`config.mk`:
```
export PLATFORM = sky130hd
export DESIGN_NAME = sorted_timer_queue_flat
export DESIGN_NICKNAME = d
export VERILOG_FILES = /design/src/rtl/stq_pkg.sv /design/src/rtl/stq_req_if.sv /design/src/rtl/stq_rsp_if.sv /design/src/rtl/stq_ram.sv /design/src/rtl/stq_ctrl.sv /design/src/rtl/sorted_timer_queue.sv /design/src/flat_wrapper.sv
export SDC_FILE = /design/constraint.sdc
export NUM_CORES = 2
export LEC_CHECK = 0
export ABC_AREA = 1
export CAP_MARGIN = 20
export CORE_MARGIN = 10
export CORE_UTILIZATION = 50
export DETAILED_ROUTE_END_ITERATION = 12
export DONT_BUFFER_PORTS = 1
export MAX_ROUTING_LAYER = met4
export PLACE_DENSITY_LB_ADDON = 0.05
export SLEW_MARGIN = 10
export SYNTH_ARGS = -nofsm -noshare
export SYNTH_HDL_FRONTEND = slang
export SYNTH_SLANG_ARGS = --single-unit
```
`constraint.sdc`:
```
create_clock -name clk -period 6.9 [get_ports clk]
set_clock_uncertainty 0.2 [all_clocks]
set_input_delay 1.035 -clock clk [delete_from_list [all_inputs] [get_ports clk]]
set_output_delay 1.035 -clock clk [all_outputs]
set_load 0.01 [all_outputs]
```
`src/rtl/stq_pkg.sv`:
```
`timescale 1ns / 1ps

package stq_pkg;

	localparam int ID_W     = 4;
	localparam int MAX_POPS = 16;
	localparam int POP_W    = $clog2(MAX_POPS + 1);

	typedef enum logic [1:0] {
		OP_SCHED_ABS = 2'd0,
		OP_SCHED_REL = 2'd1,
		OP_CANCEL    = 2'd2,
		OP_EXPIRE    = 2'd3
	} op_t;

	typedef enum logic [2:0] {
		ST_IDLE,
		ST_CHECK,
		ST_PASS,
		ST_FLUSH,
		ST_EXP,
		ST_POPRD,
		ST_EMIT
	} state_t;

endpackage

```
`src/rtl/stq_req_if.sv`:
```
`timescale 1ns / 1ps

interface stq_req_if #(
	parameter int TIME_BITS = 48
);
	logic                      valid;
	logic                      ready;
	logic [1:0]                opcode;
	logic [stq_pkg::ID_W-1:0]  timer_id;
	logic [TIME_BITS-1:0]      time_operand;
	logic [TIME_BITS-1:0]      now_ms;

	modport source (output valid, opcode, timer_id, time_operand, now_ms, input ready);
	modport sink   (input valid, opcode, timer_id, time_operand, now_ms, output ready);
endinterface

```
`src/rtl/stq_rsp_if.sv`:
```
`timescale 1ns / 1ps

interface stq_rsp_if #(
	parameter int TIME_BITS = 48,
	parameter int CNT_W     = 5
);
	logic                      valid;
	logic                      ready;
	logic                      fired;
	logic [stq_pkg::ID_W-1:0]  fired_id;
	logic                      last_result;
	logic                      armed;
	logic [TIME_BITS-1:0]      next_due;
	logic [CNT_W-1:0]          queued_count;

	modport source (output valid, fired, fired_id, last_result, armed, next_due, queued_count,
		input ready);
	modport sink   (input valid, fired, fired_id, last_result, armed, next_due, queued_count,
		output ready);
endinterface

```
`src/rtl/stq_ram.sv`:
```
`timescale 1ns / 1ps

module stq_ram #(
	parameter int WIDTH = 52,
	parameter int DEPTH = 16,
	localparam int AW   = $clog2(DEPTH)
) (
	input  logic             clk,
	input  logic             we,
	input  logic [AW-1:0]    waddr,
	input  logic [WIDTH-1:0] wdata,
	input  logic [AW-1:0]    raddr,
	output logic [WIDTH-1:0] rdata
);
	logic [WIDTH-1:0] mem [DEPTH];

	always_ff @(posedge clk) begin
		if (we) begin
			mem[waddr] <= wdata;
		end
		rdata <= mem[raddr];
	end
endmodule

```
`src/rtl/stq_ctrl.sv`:
```
`timescale 1ns / 1ps

module stq_ctrl #(
	parameter int NUM_TIMERS = 16,
	parameter int TIME_BITS  = 48,
	localparam int AW        = $clog2(NUM_TIMERS),
	localparam int CW        = $clog2(NUM_TIMERS + 1),
	localparam int DW        = stq_pkg::ID_W + TIME_BITS
) (
	input  logic                     clk,
	input  logic                     arst_n,
	input  logic                     in_valid,
	output logic                     in_ready,
	input  logic [1:0]               in_opcode,
	input  logic [stq_pkg::ID_W-1:0] in_id,
	input  logic [TIME_BITS-1:0]     in_operand,
	input  logic [TIME_BITS-1:0]     in_now,
	output logic                     res_valid,
	input  logic                     res_ready,
	output logic                     res_fired,
	output logic [stq_pkg::ID_W-1:0] res_id,
	output logic                     res_last,
	output logic                     res_armed,
	output logic [TIME_BITS-1:0]     res_next_due,
	output logic [CW-1:0]            res_count,
	output logic                     ram_we,
	output logic [AW-1:0]            ram_waddr,
	output logic [DW-1:0]            ram_wdata,
	output logic [AW-1:0]            ram_raddr,
	input  logic [DW-1:0]            ram_rdata
);
	import stq_pkg::*;

	localparam logic [CW:0] NUM = (CW + 1)'(NUM_TIMERS);

	state_t                 state_q, state_d;
	logic [CW-1:0]          cnt_q, rd_i_q, w_q;
	logic [AW-1:0]          base_q;
	logic                   pend_s1;
	logic                   ins_en_q, ins_done_q, found_q;
	logic                   carry_v_q;
	logic [DW-1:0]          carry_q;
	logic [ID_W-1:0]        id_q, head_tid_q, fire_id_q;
	logic [TIME_BITS-1:0]   due_q, now_q, head_due_q;
	logic [POP_W-1:0]       pops_q;
	logic                   fired_q, last_q;

	logic [ID_W-1:0]        e_tid;
	logic [TIME_BITS-1:0]   e_due;
	logic                   drop, do_ins, due_ok, scan_end;
	logic [TIME_BITS:0]     rel_sum;
	logic [TIME_BITS-1:0]   new_due;
	op_t                    op;

	function automatic logic [AW-1:0] phys(input logic [AW-1:0] b, input logic [CW-1:0] i);
		logic [CW:0] s;
		s = (CW + 1)'(b) + (CW + 1)'(i);
		if (s >= NUM) begin
			s = s - NUM;
		end
		return s[AW-1:0];
	endfunction

	assign e_tid    = ram_rdata[DW-1:TIME_BITS];
	assign e_due    = ram_rdata[TIME_BITS-1:0];
	assign drop     = pend_s1 && (e_tid == id_q);
	assign do_ins   = pend_s1 && ins_en_q && !ins_done_q && (due_q < e_due);
	assign scan_end = (rd_i_q == cnt_q) && !pend_s1;
	assign due_ok   = (pops_q < POP_W'(MAX_POPS)) && (cnt_q != '0) && (head_due_q <= now_q);
	assign op       = op_t'(in_opcode);
	// relative due time saturates at all ones
	assign rel_sum  = {1'b0, in_now} + {1'b0, in_operand};
	assign new_due  = (op == OP_SCHED_ABS) ? in_operand :
		(rel_sum[TIME_BITS] ? '1 : rel_sum[TIME_BITS-1:0]);

	always_comb begin
		state_d   = state_q;
		in_ready  = 1'b0;
		res_valid = 1'b0;
		ram_we    = 1'b0;
		ram_wdata = {id_q, due_q};
		ram_waddr = phys(base_q, w_q);
		ram_raddr = phys(base_q, rd_i_q);
		unique case (state_q)
			ST_IDLE: begin
				in_ready = 1'b1;
				if (in_valid) begin
					unique case (op)
						OP_EXPIRE: state_d = ST_EXP;
						OP_CANCEL: state_d = ST_PASS;
						default: state_d = (cnt_q == CW'(NUM_TIMERS)) ? ST_CHECK : ST_PASS;
					endcase
				end
			end
			ST_CHECK: begin
				if (scan_end) begin
					state_d = (found_q || drop) ? ST_PASS : ST_EMIT;
				end
			end
			ST_PASS: begin
				if (do_ins) begin
					ram_we = 1'b1;
				end else if (pend_s1 && !drop) begin
					ram_we    = 1'b1;
					ram_wdata = carry_v_q ? carry_q : ram_rdata;
				end
				if (scan_end) begin
					state_d = ST_FLUSH;
				end
			end
			ST_FLUSH: begin
				if (ins_en_q && !ins_done_q) begin
					ram_we = 1'b1;
				end else if (carry_v_q) begin
					ram_we    = 1'b1;
					ram_wdata = carry_q;
				end else begin
					state_d = ST_EMIT;
				end
			end
			ST_EXP: begin
				ram_raddr = phys(base_q, CW'(1));
				if (due_ok && cnt_q > CW'(1)) begin
					state_d = ST_POPRD;
				end else begin
					state_d = ST_EMIT;
				end
			end
			ST_POPRD: state_d = ST_EMIT;
			ST_EMIT: begin
				res_valid = 1'b1;
				if (res_ready) begin
					state_d = (fired_q && !last_q) ? ST_EXP : ST_IDLE;
				end
			end
			default: state_d = ST_IDLE;
		endcase
	end

	always_ff @(posedge clk or negedge arst_n) begin
		if (!arst_n) begin
			state_q <= ST_IDLE;
		end else begin
			state_q <= state_d;
		end
	end

	always_ff @(posedge clk or negedge arst_n) begin
		if (!arst_n) begin
			cnt_q      <= '0;
			base_q     <= '0;
			rd_i_q     <= '0;
			w_q        <= '0;
			pend_s1    <= 1'b0;
			ins_en_q   <= 1'b0;
			ins_done_q <= 1'b0;
			found_q    <= 1'b0;
			carry_v_q  <= 1'b0;
			pops_q     <= '0;
			fired_q    <= 1'b0;
			last_q     <= 1'b0;
		end else begin
			if (ram_we) begin
				w_q <= w_q + CW'(1);
			end
			unique case (state_q)
				ST_IDLE: begin
					if (in_valid) begin
						rd_i_q     <= '0;
						w_q        <= '0;
						pend_s1    <= 1'b0;
						ins_en_q   <= (op == OP_SCHED_ABS) || (op == OP_SCHED_REL);
						ins_done_q <= 1'b0;
						found_q    <= 1'b0;
						carry_v_q  <= 1'b0;
						pops_q     <= '0;
						fired_q    <= 1'b0;
						last_q     <= 1'b1;
					end
				end
				ST_CHECK, ST_PASS: begin
					if (state_q == ST_CHECK && scan_end) begin
						rd_i_q  <= '0;
						pend_s1 <= 1'b0;
					end else if (rd_i_q < cnt_q) begin
						rd_i_q  <= rd_i_q + CW'(1);
						pend_s1 <= 1'b1;
					end else begin
						pend_s1 <= 1'b0;
					end
					if (state_q == ST_CHECK) begin
						found_q <= found_q || drop;
					end else if (do_ins) begin
						ins_done_q <= 1'b1;
						if (!drop) begin
							carry_v_q <= 1'b1;
						end
					end
				end
				ST_FLUSH: begin
					if (ins_en_q && !ins_done_q) begin
						ins_done_q <= 1'b1;
					end else if (carry_v_q) begin
						carry_v_q <= 1'b0;
					end else begin
						cnt_q <= w_q;
					end
				end
				ST_EXP: begin
					if (due_ok) begin
						fired_q <= 1'b1;
						cnt_q   <= cnt_q - CW'(1);
						base_q  <= phys(base_q, CW'(1));
						pops_q  <= pops_q + POP_W'(1);
						last_q  <= (cnt_q == CW'(1));
					end else begin
						fired_q <= 1'b0;
						last_q  <= 1'b1;
					end
				end
				ST_POPRD: begin
					last_q <= (pops_q == POP_W'(MAX_POPS)) || (e_due > now_q);
				end
				default: ;
			endcase
		end
	end

	always_ff @(posedge clk) begin
		if (state_q == ST_IDLE && in_valid) begin
			id_q  <= in_id;
			due_q <= new_due;
			now_q <= in_now;
		end
		if (state_q == ST_PASS && pend_s1 && !drop) begin
			if (do_ins || carry_v_q) begin
				carry_q <= ram_rdata;
			end
		end
		// logical slot 0 is the head of the queue
		if (ram_we && w_q == '0) begin
			head_tid_q <= ram_wdata[DW-1:TIME_BITS];
			head_due_q <= ram_wdata[TIME_BITS-1:0];
		end
		if (state_q == ST_EXP && due_ok) begin
			fire_id_q <= head_tid_q;
		end
		if (state_q == ST_POPRD) begin
			head_tid_q <= e_tid;
			head_due_q <= e_due;
		end
	end

	assign res_fired    = fired_q;
	assign res_id       = fired_q ? fire_id_q : '0;
	assign res_last     = last_q;
	assign res_armed    = (cnt_q != '0);
	assign res_next_due = (cnt_q != '0) ? head_due_q : '0;
	assign res_count    = cnt_q;

	a_cnt_range: assert property (@(posedge clk) disable iff (!arst_n)
		cnt_q <= CW'(NUM_TIMERS))
		else $error("queue count beyond capacity");

	a_no_overrun: assert property (@(posedge clk) disable iff (!arst_n)
		(state_q == ST_PASS && ram_we) |-> (w_q < rd_i_q))
		else $error("compaction write overtook read");

	a_busy_after_accept: assert property (@(posedge clk) disable iff (!arst_n)
		(in_valid && in_ready) |=> (state_q != ST_IDLE))
		else $error("accepted item not processed");

	a_fire_counted: assert property (@(posedge clk) disable iff (!arst_n)
		(res_valid && res_fired) |-> (pops_q != '0))
		else $error("fired result without a pop");
endmodule

```
`src/rtl/sorted_timer_queue.sv`:
```
`timescale 1ns / 1ps

// Sorted timer queue. Up to NUM_TIMERS timers live in one RAM used as a ring of slots in
// due order; the head entry is mirrored in registers. Schedule and cancel rebuild the
// queue in one in-place streaming pass over the occupied slots before the result is
// offered; a schedule into a full queue adds a presence scan first. Expire pops one
// timer per result and reads the next head from the RAM before offering the result
// (no read for the pop that empties the queue). The input is taken again in the cycle
// after the last result leaves. Results pass through an output register, so a stalled
// consumer only holds the block.
module sorted_timer_queue #(
	parameter int NUM_TIMERS = 16,
	parameter int TIME_BITS  = 48
) (
	input  logic       clk,
	input  logic       arst_n,
	stq_req_if.sink    req,
	stq_rsp_if.source  rsp
);
	import stq_pkg::*;

	localparam int AW = $clog2(NUM_TIMERS);
	localparam int CW = $clog2(NUM_TIMERS + 1);
	localparam int DW = ID_W + TIME_BITS;

	logic                 ram_we;
	logic [AW-1:0]        ram_waddr, ram_raddr;
	logic [DW-1:0]        ram_wdata, ram_rdata;
	logic                 res_valid, res_ready;
	logic                 res_fired, res_last, res_armed;
	logic [ID_W-1:0]      res_id;
	logic [TIME_BITS-1:0] res_next_due;
	logic [CW-1:0]        res_count;

	logic                 rsp_v_q;
	logic                 fired_q, last_q, armed_q;
	logic [ID_W-1:0]      fired_id_q;
	logic [TIME_BITS-1:0] next_due_q;
	logic [CW-1:0]        count_q;

	stq_ram #(.WIDTH(DW), .DEPTH(NUM_TIMERS)) u_ram (
		.clk   (clk),
		.we    (ram_we),
		.waddr (ram_waddr),
		.wdata (ram_wdata),
		.raddr (ram_raddr),
		.rdata (ram_rdata)
	);

	stq_ctrl #(.NUM_TIMERS(NUM_TIMERS), .TIME_BITS(TIME_BITS)) u_ctrl (
		.clk          (clk),
		.arst_n       (arst_n),
		.in_valid     (req.valid),
		.in_ready     (req.ready),
		.in_opcode    (req.opcode),
		.in_id        (req.timer_id),
		.in_operand   (req.time_operand),
		.in_now       (req.now_ms),
		.res_valid    (res_valid),
		.res_ready    (res_ready),
		.res_fired    (res_fired),
		.res_id       (res_id),
		.res_last     (res_last),
		.res_armed    (res_armed),
		.res_next_due (res_next_due),
		.res_count    (res_count),
		.ram_we       (ram_we),
		.ram_waddr    (ram_waddr),
		.ram_wdata    (ram_wdata),
		.ram_raddr    (ram_raddr),
		.ram_rdata    (ram_rdata)
	);

	assign res_ready = !rsp_v_q || rsp.ready;

	always_ff @(posedge clk or negedge arst_n) begin
		if (!arst_n) begin
			rsp_v_q <= 1'b0;
		end else if (res_ready) begin
			rsp_v_q <= res_valid;
		end
	end

	always_ff @(posedge clk) begin
		if (res_ready && res_valid) begin
			fired_q    <= res_fired;
			fired_id_q <= res_id;
			last_q     <= res_last;
			armed_q    <= res_armed;
			next_due_q <= res_next_due;
			count_q    <= res_count;
		end
	end

	assign rsp.valid        = rsp_v_q;
	assign rsp.fired        = fired_q;
	assign rsp.fired_id     = fired_id_q;
	assign rsp.last_result  = last_q;
	assign rsp.armed        = armed_q;
	assign rsp.next_due     = next_due_q;
	assign rsp.queued_count = count_q;
endmodule

```
`src/flat_wrapper.sv`:
```
// flat-port wrapper written by rule: the top's interface ports become plain ports
module sorted_timer_queue_flat import stq_pkg::*;
#(
	parameter int NUM_TIMERS = 16,
	parameter int TIME_BITS  = 48
)
  (clk, arst_n, req_valid, req_opcode, req_timer_id, req_time_operand, req_now_ms, req_ready, rsp_valid, rsp_fired, rsp_fired_id, rsp_last_result, rsp_armed, rsp_next_due, rsp_queued_count, rsp_ready);
  stq_req_if #(.TIME_BITS(TIME_BITS)) req_i ();
  stq_rsp_if #(.TIME_BITS(TIME_BITS), .CNT_W(5)) rsp_i ();
  input  logic clk;
  input  logic arst_n;
  input wire logic [$bits(req_i.valid)-1:0] req_valid;
  input wire logic [$bits(req_i.opcode)-1:0] req_opcode;
  input wire logic [$bits(req_i.timer_id)-1:0] req_timer_id;
  input wire logic [$bits(req_i.time_operand)-1:0] req_time_operand;
  input wire logic [$bits(req_i.now_ms)-1:0] req_now_ms;
  output wire logic [$bits(req_i.ready)-1:0] req_ready;
  output wire logic [$bits(rsp_i.valid)-1:0] rsp_valid;
  output wire logic [$bits(rsp_i.fired)-1:0] rsp_fired;
  output wire logic [$bits(rsp_i.fired_id)-1:0] rsp_fired_id;
  output wire logic [$bits(rsp_i.last_result)-1:0] rsp_last_result;
  output wire logic [$bits(rsp_i.armed)-1:0] rsp_armed;
  output wire logic [$bits(rsp_i.next_due)-1:0] rsp_next_due;
  output wire logic [$bits(rsp_i.queued_count)-1:0] rsp_queued_count;
  input wire logic [$bits(rsp_i.ready)-1:0] rsp_ready;
  assign req_i.valid = req_valid;
  assign req_i.opcode = req_opcode;
  assign req_i.timer_id = req_timer_id;
  assign req_i.time_operand = req_time_operand;
  assign req_i.now_ms = req_now_ms;
  assign req_ready = req_i.ready;
  assign rsp_valid = rsp_i.valid;
  assign rsp_fired = rsp_i.fired;
  assign rsp_fired_id = rsp_i.fired_id;
  assign rsp_last_result = rsp_i.last_result;
  assign rsp_armed = rsp_i.armed;
  assign rsp_next_due = rsp_i.next_due;
  assign rsp_queued_count = rsp_i.queued_count;
  assign rsp_i.ready = rsp_ready;
  sorted_timer_queue #(.NUM_TIMERS(NUM_TIMERS), .TIME_BITS(TIME_BITS)) u_core (.clk(clk), .arst_n(arst_n), .req(req_i), .rsp(rsp_i));
endmodule
```
After elaboration in Yosys (flattened, before gate mapping)
Memories as Yosys holds them, arrays and structs flattened. A register that Yosys moved wholly into a read port is not among the register bits.
Index checks and enable logic that the tools add are counted.
{"block": "word_totals", "ff_bits": 303, "mem_bits_rw": 832, "inputBits": 106, "output_inout_bits": 62, "elab_cells": 197, "mem_count": 1}
{"block": "op_classes", "n_addsub": 11, "n_lt_le_gt_ge": 9, "n_eq_ne": 27, "mux": 70, "n_reduce_logical": 52}
{"name": "u_core.u_ram.mem", "words": 16, "word_bits": 52, "read_ports": 1, "rd_clocked_by_memory_dff": 1, "wr": 1, "line": "stq_ram.sv:15", "text": "logic [WIDTH-1:0] mem [DEPTH];"}
{"cell": "52-bit two-way mux", "count": 5}
{"cell": "48-bit two-way mux", "count": 4}
{"cell": "52-bit case mux with 2 select lines", "count": 1}
{"cell": "5-bit two-way mux", "count": 10}
{"cell": "48-bit by 48-bit adder with 49-bit output", "count": 1}
{"cell": "48-bit greater-than comparator", "count": 1}
{"cell": "48-bit <= comparator", "count": 1}
{"cell": "48-bit < comparator", "count": 1}
{"cell": "5-bit case mux with 2 select lines", "count": 3}
{"cell": "3-bit two-way mux", "count": 8}
{"cell": "4-bit two-way mux", "count": 6}
{"cell": "1-bit two-way mux", "count": 22}
{"cell": "2-bit != test, second input constant", "count": 11}
{"cell": "3-bit case mux with 7 select lines", "count": 1}
{"cell": "1-bit logical AND", "count": 18}
{"cell": "5-bit by 1-bit adder with 5-bit output, second input constant", "count": 3}
{"cell": "4-bit by 5-bit adder with 6-bit output", "count": 2}
{"cell": "6-bit by 5-bit greater-or-equal comparator with 1-bit output, second input constant", "count": 2}
{"cell": "2-bit AND reduction", "count": 6}
{"cell": "6-bit AND reduction", "count": 2}
{"cell": "4-bit by 1-bit subtractor with 4-bit output, second input constant", "count": 3}
{"cell": "5-bit == test, second input constant", "count": 2}
{"cell": "3-bit == test, second input constant", "count": 3}
{"cell": "1-bit case mux with 3 select lines", "count": 3}
{"cell": "other kinds (30)", "count": 50}

Longest topological paths before layout
{"block": "logic_depth", "depth_word": 10, "depth_mapped": 20}

Cells and area by module
Synthesis repeated with hierarchy kept, for this count alone.
{"block": "unflattened", "hier_cells": 6446, "hier_area_um2": 59361.9}
{"module": "stq_ram", "instances": 1, "cells_per_inst": 3428, "area_per_inst_um2": 36518.8}
{"module": "stq_ctrl", "instances": 1, "cells_per_inst": 2952, "area_per_inst_um2": 20996.4}
{"module": "sorted_timer_queue", "instances": 1, "cells_per_inst": 66, "area_per_inst_um2": 1846.8}

Worst setup path before layout
OpenSTA, ideal clock, no wires.
{"block": "synth_path", "path_kind": "flip-flop to flip-flop", "start": "reg u_core.u_ctrl.due_q[43]", "end": "reg u_core.u_ctrl.head_due_q[0], enable pin", "setup_time_ps": 534, "arrival_ps": 5407, "slack_ps": 760, "path_stages_with_launch": 15, "n_path_buf": 0, "synth_period_minus_slack_ps": 6140, "cell_sequence": "edfxtp_1 -> ha_1 -> nand2_1 -> nor2_1 -> nand2_1 -> inv_1 -> nand2_1 -> inv_1 -> nand2_1 -> nand3_1 -> nor2_2 -> nand3_1 -> nand2_1 -> inv_1 -> o21ai_0"}
{"block": "synth_via", "elab_chain_cells": 6}
{"item": "start: declaration", "line": "stq_ctrl.sv:44", "text": "logic [TIME_BITS-1:0] due_q, now_q, head_due_q;"}
{"item": "start signal: assignment", "line": "stq_ctrl.sv:232", "text": "due_q <= new_due;"}
{"item": "48-bit < comparator", "line": "stq_ctrl.sv:67", "text": "assign do_ins = pend_s1 && ins_en_q && !ins_done_q && (due_q < e_due);"}
{"item": "1-bit logical AND", "line": "stq_ctrl.sv:67"}
{"item": "1-bit two-way mux", "line": "stq_ctrl.sv:101", "text": "if (do_ins) begin"}
{"item": "1-bit case mux with 2 select lines", "line": "stq_ctrl.sv:84", "text": "unique case (state_q)"}
{"item": "1-bit logical AND", "line": "stq_ctrl.sv:241", "text": "if (ram_we && w_q == '0) begin"}
{"item": "2-bit nonzero test (no line)"}
{"item": "end signal: assignment", "line": "stq_ctrl.sv:243", "text": "head_due_q <= ram_wdata[TIME_BITS-1:0];"}
{"item": "end signal: assignment", "line": "stq_ctrl.sv:250", "text": "head_due_q <= e_due;"}
{"item": "end: declaration", "line": "stq_ctrl.sv:44"}
No other way between the ends.
A chain may end at the register's enable or synchronous reset.

Worst setup path in the final report
{"block": "layout_path", "start": "reg u_core.u_ram.rdata[43] (read register of u_core.u_ram.mem)", "end": "mem u_core.u_ram.mem[4][21], enable pin"}
{"block": "layout_via", "elab_chain_cells": 6}
{"item": "start: declaration", "line": "stq_ram.sv:13", "text": "output logic [WIDTH-1:0] rdata"}
{"item": "48-bit < comparator", "line": "stq_ctrl.sv:67"}
{"item": "1-bit logical AND", "line": "stq_ctrl.sv:67"}
{"item": "1-bit two-way mux", "line": "stq_ctrl.sv:101"}
{"item": "1-bit case mux with 2 select lines", "line": "stq_ctrl.sv:84"}
{"item": "1-bit two-way mux", "line": "stq_ram.sv:18", "text": "if (we) begin"}
{"item": "1-bit two-way mux (implied by the code)", "line": "stq_ram.sv:19", "text": "mem[waddr] <= wdata;"}
{"item": "end: declaration", "line": "stq_ram.sv:15"}
No other way between the ends.

==> flow_metrics.py <==
metrics = {
    "worst_setup_path": {
        "critPathMaxFanout": 30,
        "cp_common_cell": "nand2_1",
        "cp_slowest_stage_delay_ns": 0.97,
        "cp_slowest_cell": "nor2_4",
        "arrival_ns": 5.53,
        "crit_required_ns": 7.08,
        "r2r_cells": 16,
        "crit_type": "flip-flop to flip-flop",
        "cp-start-kind": "flip-flop",
        "critical_path.endpoint_type": "flip-flop",
        "worstPathCellList": "inv_1, ha_1, nand2_1, inv_1, nand2_1, nand2_1, nand2_1, nand2_1, nor2_1, nand3_1, nor2_4, nand3_1, nand2_1, nand3_1, nor2_4, buf_4",
    },
    "global_route": {
        "track_usage_pct": 29.7,
        "grt_pass1_vias": 38500,
        "grt_pass1_wl_mm": 268,
        "grt_max_degree": 185,
        "grt-ovfl-total": 0,
        "antenna_found_initial": 2,
    },
    "logic_synthesis": {
        "yosys.cell_types.count": 49,
        "netlist.area_leader.share_pct": 59.3,
        "synthArstFlopShare_pct": 2.95,
        "yosys_warnings": 0,
        "yosysSeqAreaShare_pct": 62.8,
        "yosys_register_bits": 1187,
        "syn_area_mm2": 0.0557,
        "yosys-top-cells-area": "edfxtp_1 59%, nand2_1 6.9%, o21ai_0 5.5%, ha_1 4.7%, nor2_1 4.6%",
        "synth_flop_cell": "edfxtp_1",
        "syn-num-nets": 5636,
        "synth_edf_count": 1100,
        "yosys.area.top_type": "edfxtp_1",
        "synth.avg_cell_area_um2": 10.5,
        "synth.most_common_cell": "edfxtp_1",
        "ys_top_cells_by_count": "1100 x edfxtp_1, 1022 x nand2_1, 677 x nor2_1",
        "postSynthCellCount": 5317,
    },
    "place": {
        "hpwl_mm": 116,
        "portBuffers": 0,
        "gp_congestion": 0.992,
    },
    "timing": {
        "hold_viol": 0,
        "slew_violations": 0,
        "tightest_slew_ns": 1.13,
        "max_freq_ghz": 0.187,
        "tns_ns": 0,
        "rsz0062_at_grt": "no",
        "relSlewSlack_pct": 24.5,
        "period_minus_slack_ns": 5.36,
        "min_period_over_period_pct": 77.6,
        "finalSetupViolCount": 0,
    },
    "pwr": {
        "p_leak_uw": 0.0231,
        "vdd_ir_drop_max_v": 0.000664,
        "powerDensity_mw_per_mm2": 526,
    },
    "drt": {
        "viasPerCell": 5.97,
        "wl_per_cell_um": 27.1,
        "drc": 0,
        "drtAntennaViolNets": 0,
        "drt-initial-drc-count": 4810,
        "routed_wl_mm": 185,
        "drt_pass1_iterations": 6,
        "vias": 40900,
    },
    "run_status": {
        "run_status": "completed",
    },
    "clock_network": {
        "cts-root-buf": "clkbuf_16",
        "clkTransAtPathRegs_ns": 0.06,
        "clock_latency_ns": 0.76,
        "cts_tree": "built",
        "cts_sinks": 1187,
        "cts_max_path_buffers": 3,
        "cts_made_buffers": 132,
        "postCtsSetupBuffers": 0,
        "h-tree-depth": 4,
        "post_cts_resized": 0,
        "hold_buffers": 2,
    },
    "cells_and_area": {
        "regArea_mm2": 0.0350,
        "drive_above_1_share_pct": 5.50,
        "fin_util_pct": 55.4,
        "fin_nets": 5579,
        "fillCellCount": 9630,
        "multi_input_area_mm2": 0.0182,
        "area_delta_synth_final_pct": 10.2,
    },
    "die": {
        "die_x_um": 354,
        "rows": 122,
        "die-area_mm2": 0.125,
        "initial_utilization_pct": 50.3,
        "die_h_um": 354,
        "core_area_mm2": 0.111,
        "io_pins": 168,
    },
    "run": {
        "maxCapViolations": 0,
    },
    "worst_hold_path": {
        "hold_class": "primary input to flip-flop",
        "holdPathStages": 0,
    },
}
[final cells by class]
cell class                 instances  share of cell area, %
tap                             1488                   3.03
clock buffer                     192                   6.11
multi-input combinational       3446                   29.6
clock inverter                    44                  0.685
sequential                      1187                   57.0
inverter                         421                   2.61
timing repair buffer              72                  0.987
antenna                            2                0.00816
[state kept, by name, indices dropped and copies added, names as in the netlist, 3 cells and up]
signal	flops
u_core.u_ctrl.pops_q	5
u_core.u_ctrl.head_tid_q	4
u_core.u_ctrl.base_q	4
u_core.u_ctrl.state_q	3
u_core.rsp.fired_id	4
u_core.u_ctrl.res_count	5
u_core.rsp.next_due	48
u_core.u_ctrl.fire_id_q	4
u_core.u_ctrl.rd_i_q	5
u_core.u_ctrl.carry_q	52
u_core.u_ctrl.now_q	48
u_core.u_ctrl.due_q	48
u_core.u_ctrl.id_q	4
u_core.u_ctrl.w_q	5
u_core.u_ram.mem	832
u_core.u_ctrl.head_due_q	48
u_core.rsp.queued_count	5
u_core.u_ram.rdata	52
[worst max-delay path: cells and delay by family (launching register included)]
family	cells	cell delay, ns
AND/OR/NAND/NOR	12	3.18
buffers and inverters	3	0.84
flip-flops	1	0.41
adder cells (fa/ha/maj)	1	0.29
[per-stage QoR]
step / cells / instance area (um^2) / hold slack [ns] / power, uW / setup slack, ns
floorplan: 5317 / 55700 / 0.200 / 20100 / 0.760
global placement: 6612 / 57100 / 0.267 / 25500 / 1.66
detailed placement: 6612 / 57100 / 0.283 / 25500 / 1.58
CTS: 6850 / 61300 / 0.140 / 32400 / 1.58
global route: 6852 / 61300 / 0.157 / 34100 / 1.35
finish: 6852 / 61300 / 0.186 / 32300 / 1.54
[logic make-up (layout without fill, tap and decap cells)]
logic type | Yosys count | count (layout) | synth area share [%]
buffers and inverters | 684 | 729 | 4.98
XOR/XNOR | 52 | 52 | 0.818
flip-flops | 1187 | 1187 | 62.8
other | 0 | 2 | 0
adder cells (fa/ha/maj) | 213 | 213 | 4.83
AO/OA/AOI/OAI | 1142 | 1142 | 11.9
AND/OR/NAND/NOR | 2039 | 2039 | 14.7
[cell usage in the layout (no fill, tap or decap), types with 36 or more instances in the layout]
cell type,synthesis,routed
a21oi_1,186,185
buf_4,8,66
clkbuf_1,132,45
clkbuf_16,0,138
dfxtp_1,52,52
edfxtp_1,1100,1100
ha_1,210,210
inv_1,411,410
nand2_1,1022,1020
nand3_1,265,265
nor2_1,677,656
o211ai_1,36,36
o21ai_0,615,613
o21ai_1,49,49
o221ai_1,174,174
[layer usage]
| layer | global-route usage [%] | routed length (um) |
|---|---|---|
| met2 | 45.6 | 86300 |
| met1 | 39.9 | 79100 |
| met3 | 4.22 | 13100 |
| met4 | 11.2 | 7000 |
| met5 | - | 0 |
[worst paths after layout]
kind | startpoint | end | slack, ns
worst min register to register | u_core.u_ctrl.res_last | u_core.rsp.last_result | 0.29
worst max-delay path | u_core.u_ram.rdata[43] | u_core.u_ram.mem[4][21] | 1.54
worst max register to register | u_core.u_ram.rdata[43] | u_core.u_ram.mem[4][21] | 1.54
min in group asynchronous | arst_n | u_core.u_ctrl.w_q[0] | 0.58
max in group asynchronous | arst_n | u_core.u_ctrl.carry_v_q | 5.70
worst min-delay path | req_now_ms[26] | u_core.u_ctrl.now_q[26] | 0.19
[power breakdown]
part,internal [uW],switching (uW)
logic,3520,10700
clock network,3960,2860
registers,10400,768
total,17900,14400
(Power assumes the default switching activity.)
